## src/sv/cld_pkg.sv

```systemverilog
// Package: shared constants, types and command/status structs for the line discipline.
package cld_pkg;

  localparam int unsigned EditDepth = 256;
  localparam int unsigned RingDepth = 512;
  localparam int unsigned EditAw    = $clog2(EditDepth);
  localparam int unsigned RingAw    = $clog2(RingDepth);
  localparam int unsigned CntW      = RingAw + 1;

  // Register indexes
  localparam logic [2:0] RegMode  = 3'd0;
  localparam logic [2:0] RegIntr  = 3'd1;
  localparam logic [2:0] RegQuit  = 3'd2;
  localparam logic [2:0] RegSusp  = 3'd3;
  localparam logic [2:0] RegEof   = 3'd4;
  localparam logic [2:0] RegErase = 3'd5;

  // Result kinds
  localparam logic [2:0] KindEcho   = 3'd0;
  localparam logic [2:0] KindStatus = 3'd1;
  localparam logic [2:0] KindRead   = 3'd2;
  localparam logic [2:0] KindEof    = 3'd3;
  localparam logic [2:0] KindEmpty  = 3'd4;

  // Signal codes
  localparam logic [1:0] SigNone = 2'd0;
  localparam logic [1:0] SigIntr = 2'd1;
  localparam logic [1:0] SigQuit = 2'd2;
  localparam logic [1:0] SigSusp = 2'd3;

  localparam logic [7:0] ChSpace = 8'h20;
  localparam logic [7:0] ChBs    = 8'h08;
  localparam logic [7:0] ChCr    = 8'h0d;
  localparam logic [7:0] ChLf    = 8'h0a;
  localparam logic [7:0] ChCaret = 8'h5e;
  localparam logic [7:0] ChC     = 8'h43;
  localparam logic [7:0] ChBsl   = 8'h5c;
  localparam logic [7:0] ChZ     = 8'h5a;
  localparam logic [7:0] ChNul   = 8'h00;

  // Decoded action of a received byte
  typedef enum logic [2:0] {
    ActNone   = 3'd0,
    ActSignal = 3'd1,
    ActEof    = 3'd2,
    ActNl     = 3'd3,
    ActErase  = 3'd4,
    ActStore  = 3'd5,
    ActRaw    = 3'd6
  } act_e;

  // Controller to datapath
  typedef struct packed {
    logic load;       // latch input transaction and decode
    logic edit_wr;    // write char into edit store
    logic clr_edit;   // edit length to zero
    logic dec_edit;   // edit length minus one
    logic push_edit;  // push edit read data into ring
    logic push_char;  // push pushed-char into ring
    logic push_nul;   // push zero sentinel
    logic pop;        // pop one ring byte (read issued)
    logic copy_inc;   // advance copy index
    logic copy_clr;   // reset copy index
    logic emit;       // drive one result
    logic [1:0] eidx; // echo index for this result
    logic elast;      // last result
    logic [2:0] kind;
    logic set_wake;
  } cmd_t;

  // Datapath to controller
  typedef struct packed {
    logic op;
    act_e act;
    logic echo_on;
    logic [2:0] n_echo;
    logic copy_done;
    logic ring_empty;
    logic rd_zero;
  } sts_t;

endpackage

```

## src/sv/cld_ctrl.sv

```systemverilog
// Controller: sequences decode, edit update, commit copy and result emission.
module cld_ctrl (
  input  logic          clk_i,
  input  logic          rst_ni,
  input  logic          start_i,
  output logic          busy_o,
  input  cld_pkg::sts_t sts_i,
  output cld_pkg::cmd_t cmd_o
);
  import cld_pkg::*;

  typedef enum logic [6:0] {
    StIdle  = 7'b0000001,
    StExec  = 7'b0000010,
    StCopyR = 7'b0000100,
    StCopyW = 7'b0001000,
    StTail  = 7'b0010000,
    StRead  = 7'b0100000,
    StEmit  = 7'b1000000
  } state_e;

  state_e state_q, state_d;
  logic [1:0] eidx_q, eidx_d;

  always_ff @(posedge clk_i or negedge rst_ni) begin
    if (!rst_ni) begin
      state_q <= StIdle; eidx_q <= 2'd0;
    end else begin
      state_q <= state_d; eidx_q <= eidx_d;
    end
  end

  assign busy_o = state_q != StIdle;

  always_comb begin
    logic [2:0] n;
    n       = sts_i.echo_on ? sts_i.n_echo : 3'd0;
    cmd_o   = '0;
    state_d = state_q;
    eidx_d  = eidx_q;
    unique case (state_q)
      StIdle: if (start_i) begin
        cmd_o.load = 1'b1; cmd_o.copy_clr = 1'b1; eidx_d = 2'd0;
        state_d = StExec;
      end
      StExec: if (sts_i.op) begin
        if (sts_i.ring_empty) begin
          cmd_o.emit = 1'b1; cmd_o.kind = KindEmpty; cmd_o.elast = 1'b1;
          state_d = StIdle;
        end else begin
          cmd_o.pop = 1'b1; state_d = StRead;
        end
      end else begin
        unique case (sts_i.act)
          ActSignal: begin cmd_o.clr_edit = 1'b1; state_d = StEmit; end
          ActErase:  begin cmd_o.dec_edit = 1'b1; state_d = StEmit; end
          ActStore:  begin cmd_o.edit_wr = 1'b1; state_d = StEmit; end
          ActRaw:    begin
            cmd_o.push_char = 1'b1; cmd_o.set_wake = 1'b1; state_d = StEmit;
          end
          ActEof, ActNl: begin cmd_o.set_wake = 1'b1; state_d = StCopyR; end
          default: state_d = StEmit;
        endcase
      end
      // Edit-to-ring copy: one read, then one push per byte
      StCopyR: if (sts_i.copy_done) begin
        state_d = StTail;
      end else begin
        state_d = StCopyW;
      end
      StCopyW: begin
        cmd_o.push_edit = 1'b1; cmd_o.copy_inc = 1'b1; state_d = StCopyR;
      end
      StTail: begin
        cmd_o.clr_edit = 1'b1;
        if (sts_i.act == ActEof) cmd_o.push_nul = 1'b1;
        else cmd_o.push_char = 1'b1;
        state_d = StEmit;
      end
      StRead: begin
        cmd_o.emit = 1'b1; cmd_o.elast = 1'b1;
        cmd_o.kind = sts_i.rd_zero ? KindEof : KindRead;
        state_d = StIdle;
      end
      StEmit: begin
        cmd_o.emit = 1'b1; cmd_o.eidx = eidx_q;
        if (n == 3'd0) begin
          cmd_o.kind = KindStatus; cmd_o.elast = 1'b1; state_d = StIdle;
        end else begin
          cmd_o.kind = KindEcho;
          cmd_o.elast = {1'b0, eidx_q} == n - 3'd1;
          eidx_d = eidx_q + 2'd1;
          if (cmd_o.elast) state_d = StIdle;
        end
      end
      default: state_d = StIdle;
    endcase
  end
endmodule

```

## config.mk

```make
export PLATFORM = sky130hd
export DESIGN_NAME = cld_ctrl
export DESIGN_NICKNAME = d
export VERILOG_FILES = /design/src/sv/cld_pkg.sv /design/src/sv/cld_ctrl.sv
export SDC_FILE = /design/constraint.sdc
export NUM_CORES = 1
export LEC_CHECK = 0
export ABC_AREA = 0
export BUFFER_PORTS_ARGS = -buffer_cell sky130_fd_sc_hd__buf_4
export CAP_MARGIN = 40
export CORE_AREA = 2 2 41 43
export CTS_BUF_LIST = sky130_fd_sc_hd__clkbuf_8
export CTS_CLUSTER_DIAMETER = 200
export DETAILED_ROUTE_END_ITERATION = 12
export DIE_AREA = 0 0 43 45
export PLACE_DENSITY_LB_ADDON = 0.05
export SETUP_SLACK_MARGIN = 0.2
export SLEW_MARGIN = 20
export SYNTH_ARGS = -nofsm -noshare
export SYNTH_HDL_FRONTEND = slang
export SYNTH_SLANG_ARGS = --single-unit
```

## constraint.sdc

```tcl
create_clock -name clk_i -period 2.2 [get_ports clk_i]
set_clock_uncertainty 0.05 [all_clocks]
set_input_delay 0.22 -clock clk_i [delete_from_list [all_inputs] [get_ports clk_i]]
set_output_delay 0.22 -clock clk_i [all_outputs]
set_load 0.02 [all_outputs]
```

# Yosys cells after proc, flatten, opt, wreduce, memory -nomap -nowiden
# Index checks and enable logic that the tools add are counted.
# totals
regBits	9
latch_bits	0
ramBits	0
romBits	0
inputBits	14
output_inout_bits	19
word_cells	72
mem_count	0
# classes
n_addsub	2
mul	0
div_mod_pow	0
magnitude_cmp	0
eq_ne	18
n_shift	0
muxes	43
bitwise	0
n_reduce_logical	7
# ops
operator	count
one-hot mux 7 bit (6 select lines)	1
two-way mux 7 bit	5
two-way mux 1 bit	22
two-way mux 4 bit	3
one-hot mux 4 bit (3 select lines)	1
equality test 3 bit (second input constant)	3
equality test 7 x 1 -> 1 bit (second input constant)	1
equality test 7 x 2 -> 1 bit (second input constant)	1
equality test 7 x 3 -> 1 bit (second input constant)	1
equality test 7 x 4 -> 1 bit (second input constant)	1
equality test 7 x 5 -> 1 bit (second input constant)	1
equality test 7 x 6 -> 1 bit (second input constant)	1
equality test 7 bit (second input constant)	1
inequality test 7 x 1 -> 1 bit (second input constant)	1
equality test 3 x 2 -> 1 bit (second input constant)	2
two-way mux 2 bit	3
two-way mux 3 bit	2
two-way mux 6 bit	1
one-hot mux 1 bit (2 select lines)	3
two-way mux 5 bit	1
inequality test 2 bit (second input constant)	2
one-hot mux 2 bit (2 select lines)	1
OR reduction 2 bit	2
equality test 2 x 3 -> 1 bit	1
other kinds (9)	9

# Longest topological paths before layout
# Gate-level depths: netlist of the first run.
# depth
ltp_word	6
depth_mapped	7

# Worst setup path after synthesis of the first run
# Ideal clock, no wire load.
# synth_timing
kind	register to output
start	reg state_q[1]
end	out cmd_o[13] (netlist name)
t_arrival_ns	1.863
required_time_ns	1.930
setup_slack_ns	0.067
path_stages_with_launch	5
path_cell_list	dfrtp_1 nor2_1 nand2_1 nor4b_1 buf_4
# synth_rtl
item	line	rtl
start, declared	cld_ctrl.sv:22	state_e state_q, state_d;
start signal, assigned	cld_ctrl.sv:29	state_q <= state_d; eidx_q <= eidx_d;
end, declared	cld_ctrl.sv:8	output cld_pkg::cmd_t cmd_o

==> flow_summary.ini, run 1 <==
[drt]
drt.antenna.violating_nets = 0
wirelength_um = 2260
drtIter0Drc = 51
vias = 900
drc = 0
viasPerCell = 5.92
routedWlPerCell_um = 14.8
drt_pass1_iterations = 4

[critical_path]
crit_chain = or2_2, nor4b_4, nand2b_2, nor3b_2, buf_4
crit_type = reg2out
cp_slowest_cell = dfrtp_1
cp_top_family = simple AND/OR/NAND/NOR gates
max_stage_delay_ns = 0.43
crit_fanout = 5
worst-path-buf-inv = 1
r2r_start = state_q[4]
worst_setup_path_start_kind = flop
rr_worst_depth = 6
ff2ff_setup_slack_ns = 0.47
crit_required_ns = 1.93
r2r-end = state_q[2]
crit_arrival_ns = 1.87
end_kind = primary output

[sta]
max_slew_margin_pct = 65.7
fmax_mhz = 467
finalCritPeriodShare_pct = 97.2
worst_slack_ns = 0.0610
worst_pin_slew_ns = 0.502
rsz0062_at_grt = true
setup_violations = 0
period_minus_slack_ns = 2.14
hold_viol = 0
drv_slew = 0
tns_ns = 0

[pwr]
p_per_area_mw_per_mm2 = 694
p_sw_w = 0.000317
p_comb_share_pct = 48.4
p_int_w = 0.000490
p_sw_share_pct = 39.3
power.total_w = 0.000807
p_seq_share_pct = 27.4
peakVddDrop_uv = 464
leakage_nw = 0.610
clock_power_share_pct = 24.1

[logic_synthesis]
yosysMostFrequentCell = nor2_1
ys_seq_elements = 9
synthMuxAreaShare_pct = 0
synth_compound_area_share_pct = 14.8
synth_top_family_by_area = simple AND/OR/NAND/NOR gates
synth_fa_ha_area_share_pct = 3.36
synthXorXnorAreaFrac_pct = 2.35
synth_area_leaders = dfrtp_1 (27%), nor2_1 (7.1%), and4b_1 (4.0%)
ys_types = 35
synth_cells = 90
syn_area_per_cell_sq_um = 8.27
synth_top_area_cell = dfrtp_1
synth-edff-count = 0
seq_area_frac_synth_pct = 30.4
synth_nets = 106
yosysWarnings = 0
async_flop_share_pct = 100
synth-simple-area-share_pct = 44.5
yosys-top-cells-count = nor2_1 (14), dfrtp_1 (8), nand2_1 (8), inv_1 (5), nor3_1 (5)
syn_area_sq_um = 744
synth_ff_type = dfrtp_1
synth_top_area_share_pct = 26.9

[final_layout]
fillers = 114
final_nets = 153
syn_to_final_growth_pct = 56.1
drive_gt1_share_pct = 43.4
insertedDiodeCount = 0
final_util_pct = 79.0

[run]
maxCapViolCount = 0

[global_routing]
grt_max_degree = 10
grt_first_pass_wirelength_um = 3220
grt_antenna_before_repair = 0
grt_usage_pct = 22.5
first_global_vias = 768
grt-ovfl-total = 0

[floorplan]
die_w_um = 43
dieArea_sq_mm = 0.00194
rows = 14
initial_core_util_pct = 50.6
die_y_um = 45
core_sq_mm = 0.00147
io_pins = 33

[clock_network]
root_buffer = clkbuf_8
cts_buffers = 3
clk_path_buf_depth = 2
cts_max_level = 1
cts_tree = built
cts_sinks = 9
clock_latency_ns = 0.23
clk_pin_slew_worst_paths_ns = 0.05

[place]
post-place-ws_ns = 0.296
gp_congestion = 0.872
numPortBuffers = 32
dp_hpwl_um = 1550

[run_status]
status = complete, no violations

[worst_hold_path]
whs_endpoint = state_q[3]
hp-class = in2reg
holdPathStages = 2
min_from = sts_i[2]
-- layer usage --
layer | global-route usage (%) | wire, um | part of all wire (%) | up-vias
met4 | 8.48 | 55 | 2.4 | 0
met2 | 40.9 | 1150 | 51 | 50
met3 | 6.00 | 174 | 7.7 | 11
met5 | 0 | 0 | 0 | -
li1 | - | - | - | 419
met1 | 25.3 | 871 | 39 | 420
-- area by class of cell --
class	instances	area [sq um]	share of cell area (%)
Clock inverter	1	3.75	0.323
Sequential cell	9	228	19.6
Timing Repair Buffer	44	337	29.0
Inverter	5	18.8	1.61
Multi-Input combinational cell	74	514	44.2
Clock buffer	3	41.3	3.55
Tap cell	16	20.0	1.72
-- cell usage in the layout, fill, tap and decap left out, drive strengths merged, types with 2 or more instances in the layout --
cell and n:
a21boi 2, a21oi 4, and3 3, and3b 3, and4b 3, buf 43, clkbuf 3, dfrtp 8
ha 2, inv 6, nand2 8, nand2b 3, nand4 2, nand4b 2, nor2 14, nor2b 2
nor3 5, nor4b 2, o21ai 4, o22ai 2, xor2 2
-- cell families (layout without fill, tap and decap cells) --
family                     count (synthesis)  count (layout)
AOI/OAI and AO/OA                         17              17
xor gates and xnor gates                   2               2
and+or+nand+nor                           53              53
adders and majority gates                  2               2
buffers and inverters                      7              53
DFF                                        9               9
-- state kept, by name, summed over array words and instances (netlist names) --
| name | count |
|---|---|
| state_q | 7 |
| eidx_q | 2 |
-- power groups by stage --
stage / Sequential (W) / Combinational [W] / Clock [W]
after floorplan: 0.000215 / 0.000234 / 0
after global placement: 0.000222 / 0.000335 / 0
after detailed placement: 0.000222 / 0.000345 / 0
after CTS: 0.000218 / 0.000360 / 0.000195
after global routing: 0.000226 / 0.000422 / 0.000206
final: 0.000221 / 0.000391 / 0.000195
-- how the worst max path moves through the flow --
stage	from	to	slack, ns	cells after the start
CTS	state_q[3]	cmd_o[14]	0.05	5
floorplan	state_q[6]	cmd_o[17]	0.29	4
detailed placement	state_q[6]	cmd_o[14]	0.30	5
global placement	state_q[6]	cmd_o[14]	0.34	5
finish	state_q[4]	cmd_o[14]	0.06	5
global route	state_q[5]	cmd_o[14]	-0.004	5
-- timing repair --
item,in CTS,in global routing
cloned,0,0
resized for setup,1,6
endpoints found under the setup margin,13,20
buffers inserted,4,7
hold endpoints to repair,9,0
hold buffers,1,0
pin swaps,5,3
-- metrics by stage --
step | instance area (sq um) | cells | hold WS, ns
2_1_floorplan | 753 | 90 | -0.126
3_3_place_gp | 998 | 136 | -0.000778
3_5_place_dp | 998 | 136 | 0.00269
4_1_cts | 1080 | 145 | 0.102
5_1_grt | 1160 | 152 | 0.103
6_report | 1160 | 152 | 0.101
No activity file was read; power rests on OpenSTA's default activity.
==> run 2: changes to the inputs <==
--- a/config.mk
+++ b/config.mk
@@ -7,5 +7,5 @@
 export LEC_CHECK = 0
 export ABC_AREA = 0
-export BUFFER_PORTS_ARGS = -buffer_cell sky130_fd_sc_hd__buf_4
+export BUFFER_PORTS_ARGS = -buffer_cell sky130_fd_sc_hd__buf_2
 export CAP_MARGIN = 40
 export CORE_AREA = 2 2 41 43
@@ -14,4 +14,5 @@
 export DETAILED_ROUTE_END_ITERATION = 12
 export DIE_AREA = 0 0 43 45
+export GPL_ROUTABILITY_DRIVEN = 0
 export PLACE_DENSITY_LB_ADDON = 0.05
 export SETUP_SLACK_MARGIN = 0.2
==> constraint.sdc (replaced) <==
create_clock -name clk_i -period 2.2 [get_ports clk_i]
set_clock_uncertainty 0.05 [all_clocks]
set_input_delay 0.44 -clock clk_i [delete_from_list [all_inputs] [get_ports clk_i]]
set_output_delay 0.44 -clock clk_i [all_outputs]
set_load 0.02 [all_outputs]
==> flow_summary.ini, run 2 (synthesis gave the netlist of run 1 again) <==
[sta]
max_slew_margin_pct = 55.7
worst_slack_ns = -0.164
rsz0062_at_grt = true
drv_slew = 0
worst_pin_slew_ns = 0.647
finalCritPeriodShare_pct = 107
period_minus_slack_ns = 2.36
setup_violations = 8
fmax_mhz = 423
hold_viol = 0

[final_layout]
final_cell_mix = buf_4 (24), buf_2 (14), buf_6 (13)
top_regs = state_q x7, eidx_q x2
regMostFlops = state_q
drive_gt1_share_pct = 51.7
final_nets = 160
final_common_cell = buf_4
stdcell_area_sq_mm = 0.00128
largest_reg_flops = 7
insertedDiodeCount = 0
syn_to_final_growth_pct = 71.4

[global_routing]
grt_antenna_before_repair = 0
grt_max_degree = 10
first_global_vias = 861
grt-ovfl-total = 0
grt_usage_pct = 24.7
grt_first_pass_wirelength_um = 3590

[pwr]
p_comb_share_pct = 56.1
p_sw_share_pct = 39.9
p_sw_w = 0.000383
clock_power_share_pct = 20.0
leakage_nw = 0.648
p_seq_share_pct = 23.9
peakVddDrop_uv = 639
p_int_w = 0.000577
p_per_area_mw_per_mm2 = 752
power.total_w = 0.000959

[clock_network]
cts_sinks = 9
holdBufCountCts = 0
clock_latency_ns = 0.23
root_buffer = clkbuf_8
clk_pin_slew_worst_paths_ns = 0.05
cts_max_level = 1
cts_buffers = 3
clk_path_buf_depth = 2
cts_tree = built

[critical_path]
crit_type = reg2out
end_kind = primary output
worst_setup_path_start_kind = flop
crit_arrival_ns = 1.87
crit_fanout = 4
crit_required_ns = 1.71

[floorplan]
dieArea_sq_mm = 0.00194
rows = 14
initial_core_util_pct = 50.6
core_sq_mm = 0.00147
io_pins = 33
die_y_um = 45
die_w_um = 43

[drt]
drc = 0
drtIter0Drc = 28
drt.antenna.violating_nets = 0
vias = 975
routedWlPerCell_um = 18.4
wirelength_um = 2930
viasPerCell = 6.13
drt_pass1_iterations = 4

[run_status]
status = finished, violations left
failed_checks = negative setup slack

[worst_hold_path]
hp-class = in2async

[place]
placed_area_sq_um = 965
dp_hpwl_um = 1430
numPortBuffers = 32

[run]
maxCapViolCount = 0
==> run 2: changes by cell type in the layout (fill, tap and decap cells not counted), moves of 2 or more <==
| cell | change |
|---|---|
| nor2_1 | -2 |
| o21ai_0 | -2 |
| buf_6 | +12 |
| nor3_2 | +2 |
| o21ai_1 | +2 |
| nor2_4 | +3 |
| buf_4 | -18 |
| buf_2 | +14 |
==> run 2: per-stage QoR <==
step                      instances  worst slack (ns)  utilization, %  setup TNS [ns]  hold slack (ns)
final                           159            -0.164            86.7          -0.540          0.00507
after global routing            159            -0.225            86.7           -1.45           0.0202
after detailed placement        141            0.0976            65.6               0            0.254
after global placement          141             0.119            65.6               0            0.249
after floorplan                  90             0.131               -               0           0.0944
after CTS                       153            -0.126            78.6          -0.424          0.00840
==> run 2: layer usage <==
layer,track usage [%],share of wire [%],vias up,routed length (um)
met4,8.48,2.3,0,68
met2,44.8,56,51,1630
met3,5.20,5.2,10,153
met5,0,0,-,0
li1,-,-,436,-
met1,29.3,37,478,1070
==> run 2: final cells by class <==
type	instances	area, sq um
clock buffers	3	41.3
repair buffers	51	397
clock inverters	1	3.75
inverters	5	18.8
fillers	84	195
flip-flops and latches	9	226
multi-input cells	74	569
well taps	16	20.0
==> run 2: power by group through the flow <==
stage	clock [W]	combinational, W	sequential, W
floorplan	0	0.000241	0.000215
global placement	0	0.000329	0.000215
detailed placement	0	0.000332	0.000218
CTS	0.000189	0.000429	0.000219
global route	0.000205	0.000571	0.000231
finish	0.000192	0.000538	0.000229
==> run 2: critical path, cell delays in order (launching register included) <==
cell and delay (ns):
dfrtp_1 0.37, or3_4 0.41, nor4b_4 0.34, nand2b_2 0.14, o21ai_1 0.21, buf_4 0.18
==> run 2: worst paths after layout <==
check                             end        from  slack (ns)  depth (start not counted)
hold / removal             state_q[5]      rst_ni       0.005                          1
min in group clk_i         state_q[3]    sts_i[2]        0.33                          2
hold reg to reg            state_q[3]  state_q[3]        0.57                          2
setup / recovery            cmd_o[15]  state_q[2]       -0.16                          5
setup reg to reg           state_q[0]  state_q[0]        0.22                          4
max in group asynchronous  state_q[0]      rst_ni        1.84                          1
==> run 2: timing repair <==
item	in CTS	in global routing
resized for setup	25	23
cloned	0	0
pin swaps	10	10
setup endpoints to repair	16	19
setup buffers	8	6
endpoints found under the hold margin	0	0
==> run 3: changes to the inputs <==
- SKIP_CTS_REPAIR_TIMING: unset -> 1
==> flow_summary.ini, run 3 (synthesis gave the netlist of run 1 again) <==
[critical_path]
crit_chain = or3_4, nor4b_4, nand2b_2, nor3b_2, buf_4
max_stage_delay_ns = 0.41
end_kind = primary output
cp-startpoint = state_q[6]
r2r_start = state_q[0]
crit_fanout = 4
worst_setup_path_start_kind = flop
crit_type = reg2out
crit_arrival_ns = 1.85
cp_top_family = simple AND/OR/NAND/NOR gates
cp_slowest_cell = or3_4
worst-path-buf-inv = 1
crit_required_ns = 1.71

[floorplan]
io_pins = 33
initial_core_util_pct = 50.6
die_w_um = 43
core_sq_mm = 0.00147
die_y_um = 45
dieArea_sq_mm = 0.00194
rows = 14

[place]
dp_hpwl_um = 1430
post-place-ws_ns = 0.0976
placed_area_sq_um = 965
numPortBuffers = 32
numPlacedInstances = 141

[sta]
worst_pin_slew_ns = 0.607
hold_viol = 0
max_slew_margin_pct = 58.5
fmax_mhz = 428
period_minus_slack_ns = 2.34
finalCritPeriodShare_pct = 106
setup_violations = 5
rsz0062_at_grt = true
drv_slew = 0
worst_slack_ns = -0.138

[drt]
drc = 0
viasPerCell = 5.60
routedWlPerCell_um = 13.6
drt.antenna.violating_nets = 0
drt_pass1_iterations = 4
wirelength_um = 2020
vias = 834
drtIter0Drc = 24

[final_layout]
stdcell_area_sq_mm = 0.00114
largest_reg_flops = 7
syn_to_final_growth_pct = 53.1
top_regs = state_q x7, eidx_q x2
final_nets = 150
fillers = 118
final_cells = 149
final_cell_mix = buf_2 (19), buf_4 (16), nor2_1 (10)
regMostFlops = state_q
final_common_cell = buf_2
drive_gt1_share_pct = 45.1
insertedDiodeCount = 0

[clock_network]
cts_buffers = 3
cts_sinks = 9
clk_pin_slew_worst_paths_ns = 0.05
cts_max_level = 1
clock_latency_ns = 0.23
cts_tree = built
clk_path_buf_depth = 2
root_buffer = clkbuf_8

[run_status]
failed_checks = negative setup slack
status = finished, violations left

[pwr]
power.total_w = 0.000850
leakage_nw = 0.589
peakVddDrop_uv = 528
p_per_area_mw_per_mm2 = 746

[global_routing]
grt_antenna_before_repair = 0
grt_usage_pct = 21.3
first_global_vias = 745
grt_first_pass_wirelength_um = 3130
grt-ovfl-total = 0
grt_max_degree = 10

[worst_hold_path]
hp-class = in2async

[run]
maxCapViolCount = 0
run 3: through the flow:
stage          TNS, ns  hold WS (ns)  utilization, %
2_1_floorplan        0        0.0944               -
3_3_place_gp         0         0.249            65.6
3_5_place_dp         0         0.254            65.6
4_1_cts         -0.610       0.00840            68.6
5_1_grt         -0.997        0.0169            77.5
6_report        -0.414       0.00272            77.5
run 3: metal layers:
| metal | vias up | wire (um) | global-route usage [%] | share of wire (%) |
|---|---|---|---|---|
| met3 | 2 | 156 | 5.20 | 7.7 |
| met4 | 0 | 17 | 5.45 | 0.84 |
| li1 | 415 | - | - | - |
| met1 | 381 | 817 | 27.5 | 40 |
| met2 | 36 | 1030 | 36.1 | 51 |
| met5 | - | 0 | 0 | 0 |
run 3: path summary, 6_finish.rpt:
| kind | to | slack, ns | depth (start not counted) |
|---|---|---|---|
| setup / recovery | cmd_o[14] | -0.14 | 5 |
| hold / removal | state_q[5] | 0.003 | 1 |
| setup reg to reg | state_q[0] | 0.33 | 4 |
| hold reg to reg | state_q[3] | 0.55 | 2 |
| max in group asynchronous | state_q[0] | 1.85 | 1 |
| min in group clk_i | state_q[3] | 0.33 | 2 |
run 3: final cells by class:
| type | instances | area [sq um] | area share [%] |
|---|---|---|---|
| Clock inverter | 1 | 3.75 | 0.329 |
| Timing Repair Buffer | 41 | 283 | 24.8 |
| Sequential cell | 9 | 226 | 19.9 |
| Tap cell | 16 | 20.0 | 1.76 |
| Multi-Input combinational cell | 74 | 547 | 48.0 |
| Clock buffer | 3 | 41.3 | 3.62 |
| Inverter | 5 | 18.8 | 1.65 |
run 3: power breakdown:
part / leakage, nW / internal (W) / switching (W)
sequential: 0.121 / 0.000196 / 0.0000304
combinational: 0.441 / 0.000201 / 0.000237
clock: 0.0269 / 0.000121 / 0.0000641
total: 0.589 / 0.000518 / 0.000332
